===== config.mk =====
export PLATFORM = sky130hd
export DESIGN_NAME = frame_rate_monitor_top
export DESIGN_NICKNAME = d
export VERILOG_FILES = /design/src/rtl/core/frm_pkg.sv /design/src/rtl/core/frm_ctrl.sv /design/src/rtl/core/frm_dpath.sv /design/src/rtl/core/frame_rate_monitor_top.sv
export SDC_FILE = /design/constraint.sdc
export NUM_CORES = 2
export LEC_CHECK = 0
export ABC_CLOCK_PERIOD_IN_PS = 11670
export BUFFER_PORTS_ARGS = -buffer_cell sky130_fd_sc_hd__buf_2
export CORE_MARGIN = 2
export CORE_UTILIZATION = 64
export CTS_CLUSTER_DIAMETER = 150
export CTS_CLUSTER_SIZE = 40
export DETAILED_ROUTE_END_ITERATION = 8
export PLACE_DENSITY_LB_ADDON = 0.08
export SETUP_SLACK_MARGIN = 0.3
export SYNTH_ARGS = -nofsm -noshare
export SYNTH_HDL_FRONTEND = slang
export SYNTH_SLANG_ARGS = --single-unit

===== constraint.sdc =====
create_clock -name clk -period 11.67 [get_ports clk]
set_input_delay 0.5835 -clock clk [delete_from_list [all_inputs] [get_ports clk]]
set_output_delay 0.5835 -clock clk [all_outputs]
set_load 0.005 [all_outputs]

===== src/rtl/core/frm_pkg.sv =====
`timescale 1ns / 1ps
package frm_pkg;

  localparam int CFG_IDX_BITS  = 4;
  localparam int CFG_DATA_BITS = 24;

  localparam logic [CFG_IDX_BITS-1:0] REG_IDEAL_FPS       = 4'd0;
  localparam logic [CFG_IDX_BITS-1:0] REG_WINDOW_MIN_US   = 4'd1;
  localparam logic [CFG_IDX_BITS-1:0] REG_WINDOW_MAX_US   = 4'd2;
  localparam logic [CFG_IDX_BITS-1:0] REG_RATE_MULTIPLIER = 4'd3;

  localparam int IDEAL_BITS = 8;
  localparam int WIN_BITS   = 24;
  localparam int MULT_BITS  = 5;

  localparam logic [IDEAL_BITS-1:0] IDEAL_RESET = 8'd60;
  localparam logic [WIN_BITS-1:0]   MIN_RESET   = 24'd250000;
  localparam logic [WIN_BITS-1:0]   MAX_RESET   = 24'd1000000;
  localparam logic [MULT_BITS-1:0]  MULT_RESET  = 5'd4;

  localparam int FPS_BITS      = 20;
  localparam int SCALE_BITS    = 24;
  localparam int INTERVAL_BITS = 48;
  localparam int AVG_BITS      = 56;
  localparam int TOTAL_BITS    = 32;
  localparam int FRAC_BITS     = 8;

  localparam logic [15:0] EMA_KEEP = 16'd62259;
  localparam logic [11:0] EMA_TAKE = 12'd3277;

  localparam int DIV_STEPS    = SCALE_BITS;
  localparam int DIV_CNT_BITS = $clog2(DIV_STEPS);

  typedef struct packed {
    logic load_in;
    logic win;
    logic fps;
    logic ema;
    logic div_step;
    logic load_out;
  } frm_cmd_t;

  typedef struct packed {
    logic div_last;
  } frm_stat_t;

endpackage


===== src/rtl/core/frm_ctrl.sv =====
`timescale 1ns / 1ps
module frm_ctrl (
  input  logic             clk,
  input  logic             rst_n,
  input  logic             in_valid,
  output logic             in_ready,
  output logic             out_valid,
  input  logic             out_ready,
  output frm_pkg::frm_cmd_t  cmd,
  input  frm_pkg::frm_stat_t stat
);
  import frm_pkg::*;

  typedef enum logic [2:0] {
    ST_IDLE,
    ST_WIN,
    ST_FPS,
    ST_EMA,
    ST_DIV,
    ST_OUT
  } state_t;

  state_t state_r, state_nxt;
  logic   out_valid_r, out_valid_nxt;
  logic   out_free;

  assign out_free  = !out_valid_r || out_ready;
  assign in_ready  = (state_r == ST_IDLE);
  assign out_valid = out_valid_r;

  always_comb begin
    cmd       = '0;
    state_nxt = state_r;
    unique case (state_r)
      ST_IDLE: begin
        cmd.load_in = in_valid;
        if (in_valid) state_nxt = ST_WIN;
      end
      ST_WIN: begin
        cmd.win   = 1'b1;
        state_nxt = ST_FPS;
      end
      ST_FPS: begin
        cmd.fps   = 1'b1;
        state_nxt = ST_EMA;
      end
      ST_EMA: begin
        cmd.ema   = 1'b1;
        state_nxt = ST_DIV;
      end
      ST_DIV: begin
        cmd.div_step = 1'b1;
        if (stat.div_last) state_nxt = ST_OUT;
      end
      ST_OUT: begin
        // hold the finished beat until the output register frees up
        cmd.load_out = out_free;
        if (out_free) state_nxt = ST_IDLE;
      end
      default: state_nxt = ST_IDLE;
    endcase
  end

  always_comb begin
    priority if (cmd.load_out) out_valid_nxt = 1'b1;
    else if (out_ready)        out_valid_nxt = 1'b0;
    else                       out_valid_nxt = out_valid_r;
  end

  always_ff @(posedge clk) begin
    if (!rst_n) begin
      state_r     <= ST_IDLE;
      out_valid_r <= 1'b0;
    end else begin
      state_r     <= state_nxt;
      out_valid_r <= out_valid_nxt;
    end
  end

endmodule


===== src/rtl/core/frm_dpath.sv =====
`timescale 1ns / 1ps
module frm_dpath #(
  parameter int TIME_BITS  = 48,
  parameter int COUNT_BITS = 16
) (
  input  logic                                  clk,
  input  logic                                  rst_n,
  input  logic                                  cfg_valid,
  output logic                                  cfg_ready,
  input  logic [frm_pkg::CFG_IDX_BITS-1:0]      cfg_index,
  input  logic [frm_pkg::CFG_DATA_BITS-1:0]     cfg_data,
  input  logic [TIME_BITS-1:0]                  in_now_us,
  input  frm_pkg::frm_cmd_t                     cmd,
  output frm_pkg::frm_stat_t                    stat,
  output logic [frm_pkg::FPS_BITS-1:0]          out_fps_out,
  output logic [frm_pkg::SCALE_BITS-1:0]        out_time_scale_q16,
  output logic [frm_pkg::INTERVAL_BITS-1:0]     out_frame_interval_us,
  output logic [frm_pkg::AVG_BITS-1:0]          out_interval_avg_q8,
  output logic                                  out_window_closed,
  output logic                                  out_window_dropped,
  output logic [frm_pkg::TOTAL_BITS-1:0]        out_total_frames
);
  import frm_pkg::*;

  localparam int PROD_BITS = COUNT_BITS + MULT_BITS;

  // configuration
  logic [IDEAL_BITS-1:0] ideal_r;
  logic [WIN_BITS-1:0]   min_r;
  logic [WIN_BITS-1:0]   max_r;
  logic [MULT_BITS-1:0]  mult_r;

  // frame state
  logic [TIME_BITS-1:0]  now_r;
  logic [TIME_BITS-1:0]  wstart_r;
  logic [COUNT_BITS-1:0] frames_r;
  logic [FPS_BITS-1:0]   fps_r;
  logic [TIME_BITS-1:0]  last_r;
  logic [AVG_BITS-1:0]   avg_r;
  logic [TOTAL_BITS-1:0] total_r;
  logic                  prev_vld_r;
  logic                  avg_vld_r;

  // work registers
  logic                     closed_r, dropped_r;
  logic                     fps_sat_r;
  logic [FPS_BITS-1:0]      fps_cand_r;
  logic [INTERVAL_BITS-1:0] interval_r;
  logic [AVG_BITS-1:0]      xq_r;
  logic [16:0]              p_lo_r;
  logic [AVG_BITS-1:0]      p_ah_r;
  logic [AVG_BITS-5:0]      p_xh_r;
  logic [DIV_CNT_BITS-1:0]  div_cnt_r;
  logic [FPS_BITS-1:0]      rem_r;
  logic [SCALE_BITS-1:0]    quo_r;
  logic [FPS_BITS-1:0]      divisor_r;

  // output register
  logic [FPS_BITS-1:0]      o_fps_r;
  logic [SCALE_BITS-1:0]    o_scale_r;
  logic [INTERVAL_BITS-1:0] o_interval_r;
  logic [AVG_BITS-1:0]      o_avg_r;
  logic                     o_closed_r, o_dropped_r;
  logic [TOTAL_BITS-1:0]    o_total_r;

  // window step
  logic [TIME_BITS-1:0]  elapsed;
  logic [TIME_BITS-1:0]  min_ext, max_ext;
  logic [COUNT_BITS-1:0] frames_inc;
  logic [31:0]           frames_ext;
  logic [PROD_BITS-1:0]  prod;
  logic [39:0]           prod_ext;
  logic                  win_close, win_drop;
  logic [TIME_BITS-1:0]  interval;
  logic [63:0]           ivl64;
  logic [AVG_BITS-1:0]   xq;

  always_comb begin
    elapsed    = now_r - wstart_r;
    min_ext    = TIME_BITS'(min_r);
    max_ext    = TIME_BITS'(max_r);
    frames_inc = (frames_r == '1) ? frames_r : frames_r + 1'b1;
    frames_ext = 32'(frames_inc);
    prod       = PROD_BITS'(frames_inc) * PROD_BITS'(mult_r);
    prod_ext   = 40'(prod);
    win_close  = (elapsed > min_ext) && (elapsed < max_ext);
    win_drop   = !win_close && (elapsed > max_ext);
    interval   = now_r - last_r;
    ivl64      = 64'(interval);
    // saturate the Q8 sample when the interval overflows the average width
    if (|ivl64[63:AVG_BITS-FRAC_BITS]) xq = '1;
    else xq = {ivl64[AVG_BITS-FRAC_BITS-1:0], {FRAC_BITS{1'b0}}};
  end

  // fps / divider setup
  logic [FPS_BITS-1:0] fps_new;
  logic [32:0]         lo_sum;

  always_comb begin
    fps_new = fps_r;
    if (closed_r) fps_new = fps_sat_r ? '1 : fps_cand_r;
    lo_sum = 33'(avg_r[15:0]) * 33'(EMA_KEEP) + 33'(xq_r[15:0]) * 33'(EMA_TAKE);
  end

  // divider step
  logic [FPS_BITS:0] shifted;
  logic [FPS_BITS:0] diff;
  logic              ge;

  always_comb begin
    shifted = {rem_r, quo_r[SCALE_BITS-1]};
    diff    = shifted - {1'b0, divisor_r};
    ge      = shifted >= {1'b0, divisor_r};
  end

  assign stat.div_last = (div_cnt_r == DIV_CNT_BITS'(DIV_STEPS - 1));
  assign cfg_ready     = 1'b1;

  always_ff @(posedge clk) begin
    if (!rst_n) begin
      ideal_r    <= IDEAL_RESET;
      min_r      <= MIN_RESET;
      max_r      <= MAX_RESET;
      mult_r     <= MULT_RESET;
      wstart_r   <= '0;
      frames_r   <= '0;
      fps_r      <= '0;
      last_r     <= '0;
      avg_r      <= '0;
      total_r    <= '0;
      prev_vld_r <= 1'b0;
      avg_vld_r  <= 1'b0;
    end else begin
      if (cfg_valid) begin
        unique case (cfg_index)
          REG_IDEAL_FPS:       ideal_r <= cfg_data[IDEAL_BITS-1:0];
          REG_WINDOW_MIN_US:   min_r   <= cfg_data[WIN_BITS-1:0];
          REG_WINDOW_MAX_US:   max_r   <= cfg_data[WIN_BITS-1:0];
          REG_RATE_MULTIPLIER: mult_r  <= cfg_data[MULT_BITS-1:0];
          default: ;
        endcase
      end
      if (cmd.win) begin
        if (win_close || win_drop) begin
          wstart_r <= now_r;
          frames_r <= '0;
        end else begin
          frames_r <= frames_inc;
        end
      end
      if (cmd.fps) fps_r <= fps_new;
      if (cmd.ema) begin
        if (prev_vld_r) begin
          if (avg_vld_r) begin
            avg_r <= p_ah_r + AVG_BITS'(p_xh_r) + AVG_BITS'(p_lo_r);
          end else begin
            avg_r     <= xq_r;
            avg_vld_r <= 1'b1;
          end
        end
        prev_vld_r <= 1'b1;
        last_r     <= now_r;
        total_r    <= total_r + 1'b1;
      end
    end
  end

  always_ff @(posedge clk) begin
    if (cmd.load_in) now_r <= in_now_us;
    if (cmd.win) begin
      closed_r   <= win_close;
      dropped_r  <= win_drop;
      fps_sat_r  <= (|frames_ext[31:FPS_BITS]) || (|prod_ext[39:FPS_BITS]);
      fps_cand_r <= prod_ext[FPS_BITS-1:0];
      interval_r <= ivl64[INTERVAL_BITS-1:0];
      xq_r       <= xq;
    end
    if (cmd.fps) begin
      divisor_r <= (fps_new == '0) ? FPS_BITS'(1) : fps_new;
      quo_r     <= {ideal_r, 16'b0};
      rem_r     <= '0;
      div_cnt_r <= '0;
      p_lo_r    <= lo_sum[32:16];
      p_ah_r    <= AVG_BITS'(avg_r[AVG_BITS-1:16]) * AVG_BITS'(EMA_KEEP);
      p_xh_r    <= (AVG_BITS-4)'(xq_r[AVG_BITS-1:16]) * (AVG_BITS-4)'(EMA_TAKE);
    end
    if (cmd.div_step) begin
      rem_r     <= ge ? diff[FPS_BITS-1:0] : shifted[FPS_BITS-1:0];
      quo_r     <= {quo_r[SCALE_BITS-2:0], ge};
      div_cnt_r <= div_cnt_r + 1'b1;
    end
    if (cmd.load_out) begin
      o_fps_r      <= fps_r;
      o_scale_r    <= quo_r;
      o_interval_r <= interval_r;
      o_avg_r      <= avg_r;
      o_closed_r   <= closed_r;
      o_dropped_r  <= dropped_r;
      o_total_r    <= total_r;
    end
  end

  assign out_fps_out           = o_fps_r;
  assign out_time_scale_q16    = o_scale_r;
  assign out_frame_interval_us = o_interval_r;
  assign out_interval_avg_q8   = o_avg_r;
  assign out_window_closed     = o_closed_r;
  assign out_window_dropped    = o_dropped_r;
  assign out_total_frames      = o_total_r;

endmodule


===== src/rtl/core/frame_rate_monitor_top.sv =====
`timescale 1ns / 1ps
// A beat accepted in ST_IDLE passes through ST_WIN, ST_FPS, ST_EMA, ST_DIV and ST_OUT
// before it shows on the result channel, and no new beat is taken until the state is back in ST_IDLE;
// in ST_DIV the 24-step restoring divider forms time_scale_q16, one quotient bit per cycle.
// The input takes the next beat while a finished result still waits in the output register.
// Reset (rst_n low, synchronous): window, fps, average and frame count cleared,
// configuration registers back to their defaults, no result pending.
module frame_rate_monitor_top #(
  parameter int TIME_BITS  = 48,
  parameter int COUNT_BITS = 16
) (
  input  logic                              clk,
  input  logic                              rst_n,
  input  logic                              cfg_valid,
  output logic                              cfg_ready,
  input  logic [frm_pkg::CFG_IDX_BITS-1:0]  cfg_index,
  input  logic [frm_pkg::CFG_DATA_BITS-1:0] cfg_data,
  input  logic                              in_valid,
  output logic                              in_ready,
  input  logic [TIME_BITS-1:0]              in_now_us,
  output logic                              out_valid,
  input  logic                              out_ready,
  output logic [frm_pkg::FPS_BITS-1:0]      out_fps_out,
  output logic [frm_pkg::SCALE_BITS-1:0]    out_time_scale_q16,
  output logic [frm_pkg::INTERVAL_BITS-1:0] out_frame_interval_us,
  output logic [frm_pkg::AVG_BITS-1:0]      out_interval_avg_q8,
  output logic                              out_window_closed,
  output logic                              out_window_dropped,
  output logic [frm_pkg::TOTAL_BITS-1:0]    out_total_frames
);
  import frm_pkg::*;

  frm_cmd_t  cmd;
  frm_stat_t stat;

  frm_ctrl u_ctrl (
    .clk       (clk),
    .rst_n     (rst_n),
    .in_valid  (in_valid),
    .in_ready  (in_ready),
    .out_valid (out_valid),
    .out_ready (out_ready),
    .cmd       (cmd),
    .stat      (stat)
  );

  frm_dpath #(
    .TIME_BITS  (TIME_BITS),
    .COUNT_BITS (COUNT_BITS)
  ) u_dpath (
    .clk                   (clk),
    .rst_n                 (rst_n),
    .cfg_valid             (cfg_valid),
    .cfg_ready             (cfg_ready),
    .cfg_index             (cfg_index),
    .cfg_data              (cfg_data),
    .in_now_us             (in_now_us),
    .cmd                   (cmd),
    .stat                  (stat),
    .out_fps_out           (out_fps_out),
    .out_time_scale_q16    (out_time_scale_q16),
    .out_frame_interval_us (out_frame_interval_us),
    .out_interval_avg_q8   (out_interval_avg_q8),
    .out_window_closed     (out_window_closed),
    .out_window_dropped    (out_window_dropped),
    .out_total_frames      (out_total_frames)
  );

endmodule


==> out/results.tsv <==
stage	metric	value	unit
status	status	complete, no violations	
yosys	fraction of registers with async set or reset after synthesis	0	%
sta	TNS Setup	0	ns
detailed_routing	post-route ant nets	0	
worst_setup_path	CP startpoint kind	flip-flop	
placed_design	cell count after placement	8181	
sta	fmax	0.128	GHz
yosys	Syn Nets	8288	
power_and_ir_drop	Worst VDD drop	0.223	mV
worst_setup_path	Crit path required time	12.11	ns
min_path	Worst Hold Class	in -> reg	
sta	final hold violation count	0	
yosys	mux share of post-synthesis cell area	1.80	%
yosys	top cells by area, synth	edfxtp_1 22%, fa_1 20%, ha_1 16%, dfxtp_1 8.5%, inv_1 6.2%	
grt	GRT Total Usage	28.9	%
clock_network	cts bufs inserted	25	
power_and_ir_drop	Pwr Density	197	nW/um^2
placed_design	PortBufs	264	
cells_and_area	# diodes	0	
grt	initial antenna violation count	1	
yosys	Post-Synth Simple-Gate Area	9.69	%
yosys	syn_area_per_cell	10.2	um^2
die	Starting Density	64.6	%
sta	RSZ-0062 raised after global routing	no	
clock_network	clk buf depth	3	
yosys	Mapped Area	68000	um^2
placed_design	placed cell areas	70600	um^2
grt	vias in the first global route	46900	
sta	Final Skew	0.0305	ns
detailed_routing	routed len/inst	18.8	um
placed_design	pre-CTS WS	3.89	ns
clock_network	CTS tree	yes	
sta	Setup WS post-layout	3.87	ns
die	Die ar.	109000	um^2
yosys	number of synthesized flops with an enable pin	495	
die	core area	105000	um^2
yosys	top-area cell type share of the netlist area	21.9	%
sta	fin crit period	7.80	ns
min_path	Hold Path Stages	1	
die	row count	119	
sta	max_slew headroom	20.8	%
yosys	synth warn	0	
worst_setup_path	Worst Reg-to-Reg Cells	22	
yosys	post-synthesis sequential area ratio	30.3	%
detailed_routing	final wirelength	155000	um
grt	gr ovfl total	0	
cells_and_area	most frequent cells in the layout	1123 x inv_1, 877 x ha_1, 668 x fa_1	
die	die width	330	um
yosys	Adder-Cell Fraction of Synth Area	35.8	%
worst_setup_path	Setup CP Type	reg -> reg	
detailed_routing	DR vias	47000	
yosys	Synth Area in Compound Gates	11.3	%
die	DIE HEIGHT	330	um
detailed_routing	DRC	0	
clock_network	Worst-path clk slew	0.16	ns
yosys	Synth Area in XOR/XNOR	3.85	%
grt	largest net degree at the start of global routing	106	
detailed_routing	drt via density	5.71	
yosys	Synth Register Bits	782	
yosys	largest family of logic cells by synthesized area	adder cells	
detailed_routing	initial detailed-routing violation count	3097	
cells_and_area	NumNets Final	8443	
worst_setup_path	r2r setup slk	3.87	ns
worst_setup_path	critical path endpoint category	flip-flop	
yosys	Cells after Synth	6662	
cells_and_area	P&R area growth vs syn	5.16	%
run	Max Cap Viol	0	
placed_design	Detailed Place HPWL	124000	um
clock_network	clock latency on the worst-skew pair	0.67	ns
sta	Worst-Margin Slew	1.19	ns
grt	first-pass GRT wire length	250000	um
yosys	cell accounting for the most synthesized area	edfxtp_1	
clock_network	Root Driver	clkbuf_16	
yosys	Distinct cells, synth	83	
cells_and_area	Final Core Density	67.9	%
power_and_ir_drop	leakage	32.6	nW
clock_network	Hold Buf Count CTS	0	
sta	hold slack	0.0763	ns
sta	Final Max Tran Viols	0	
power_and_ir_drop	Design Power	14.1	mW
sta	Final Setup Violations	0	
cells_and_area	share of cells above drive strength 1	5.46	%
clock_network	clk sink count	782	
clock_network	post-cts resize count	0	
yosys	Post-synth top flop	edfxtp_1	
sta	fin crit share	66.9	%
cells_and_area	post-route cell area	71500	um^2
detailed_routing	drt pass-1 iters	6	
placed_design	placer congestion estimate	0.936	
die	I/O pin total	266	
worst_setup_path	critical path arrival	8.24	ns
clock_network	postcts setup bufs	0	
cells_and_area	most common cell after layout, fill and taps aside	inv_1	
cells_and_area	Non-Filler Instances	8226	
worst_setup_path	Critical Path Fanout Max	5	
clock_network	htree depth	1	
-- worst max-delay path: stages (launching register included) --
cell and delay [ns]:
edfxtp_1 0.56, ha_1 0.32, fa_1 0.54, fa_1 0.46, fa_1 0.48, ha_1 0.33
xnor2_1 0.14, ha_1 0.29, fa_1 0.54, fa_1 0.45, fa_1 0.49, ha_1 0.22
or3_1 0.37, a221o_1 0.30, a22o_1 0.19, a21o_1 0.22, a211oi_1 0.34, nor3b_1 0.18
a311o_1 0.43, a31o_2 0.29, a21o_1 0.20, a21oi_1 0.18, xnor2_1 0.07
-- cell type report --
type / instances / area (um^2)
inverters: 1126 / 4240
repair buffers: 291 / 1530
multi-input cells: 4591 / 42500
fillers: 8217 / 33800
clock inverters: 6 / 121
clock buffers: 39 / 721
flip-flops and latches: 782 / 20600
well taps: 1391 / 1740
-- logic make-up (layout without fill, tap and decap cells) --
group | count (synthesis) | count (layout)
compound gates | 1201 | 1201
xor+xnor | 299 | 299
fa+ha+maj | 1545 | 1545
buf+inv | 1289 | 1462
flops | 782 | 782
mux | 122 | 122
other cells | 1 | 1
simple gates | 1423 | 1423
-- report_power, final --
| group | switching [mW] | internal [mW] | total (mW) |
|---|---|---|---|
| Combinational | 5.04 | 3.97 | 9.01 |
| Sequential | 0.187 | 3.56 | 3.75 |
| Clock | 0.890 | 0.457 | 1.35 |
-- path summary, 6_finish.rpt --
check,from,to
worst max-delay path,u_dpath.interval_r[3],u_dpath.p_lo_r[15]
worst min-delay path,in_now_us[20],u_dpath.now_r[20]
worst max register to register,u_dpath.interval_r[3],u_dpath.p_lo_r[15]
worst min register to register,u_dpath.dropped_r,u_dpath.out_window_dropped
-- cells in the mapped netlist, types with 50 or more instances --
master    count
inv_1      1126
ha_1        877
fa_1        668
nand2_1     587
edfxtp_1    495
a21oi_1     417
nor2_1      314
dfxtp_1     287
xnor2_1     194
a21o_1      181
o21ai_0     168
clkbuf_1    127
mux2i_1     122
xor2_1      105
nand3_1      87
nand4_1      72
a211oi_1     60
nor3_1       60
and3_1       58
and2_1       53
o21a_1       50
-- state kept, by name, summed over array words and instances, names as in the netlist, 48 cells and up --
| name | cells |
|---|---|
| u_dpath.avg_r | 56 |
| u_dpath.interval_r | 48 |
| u_dpath.last_r | 48 |
| u_dpath.now_r | 48 |
| u_dpath.out_frame_interval_us | 48 |
| u_dpath.out_interval_avg_q8 | 56 |
| u_dpath.p_ah_r | 56 |
| u_dpath.p_xh_r | 52 |
| u_dpath.wstart_r | 48 |
-- per-layer routing --
layer	part of all wire [%]	up-vias	track usage, %
met1	47	22900	42.9
met4	1.5	0	4.63
li1	-	22800	-
met3	5.8	113	3.44
met2	46	1109	46.6
met5	0	-	0
No activity file was read; power rests on OpenSTA's default activity.
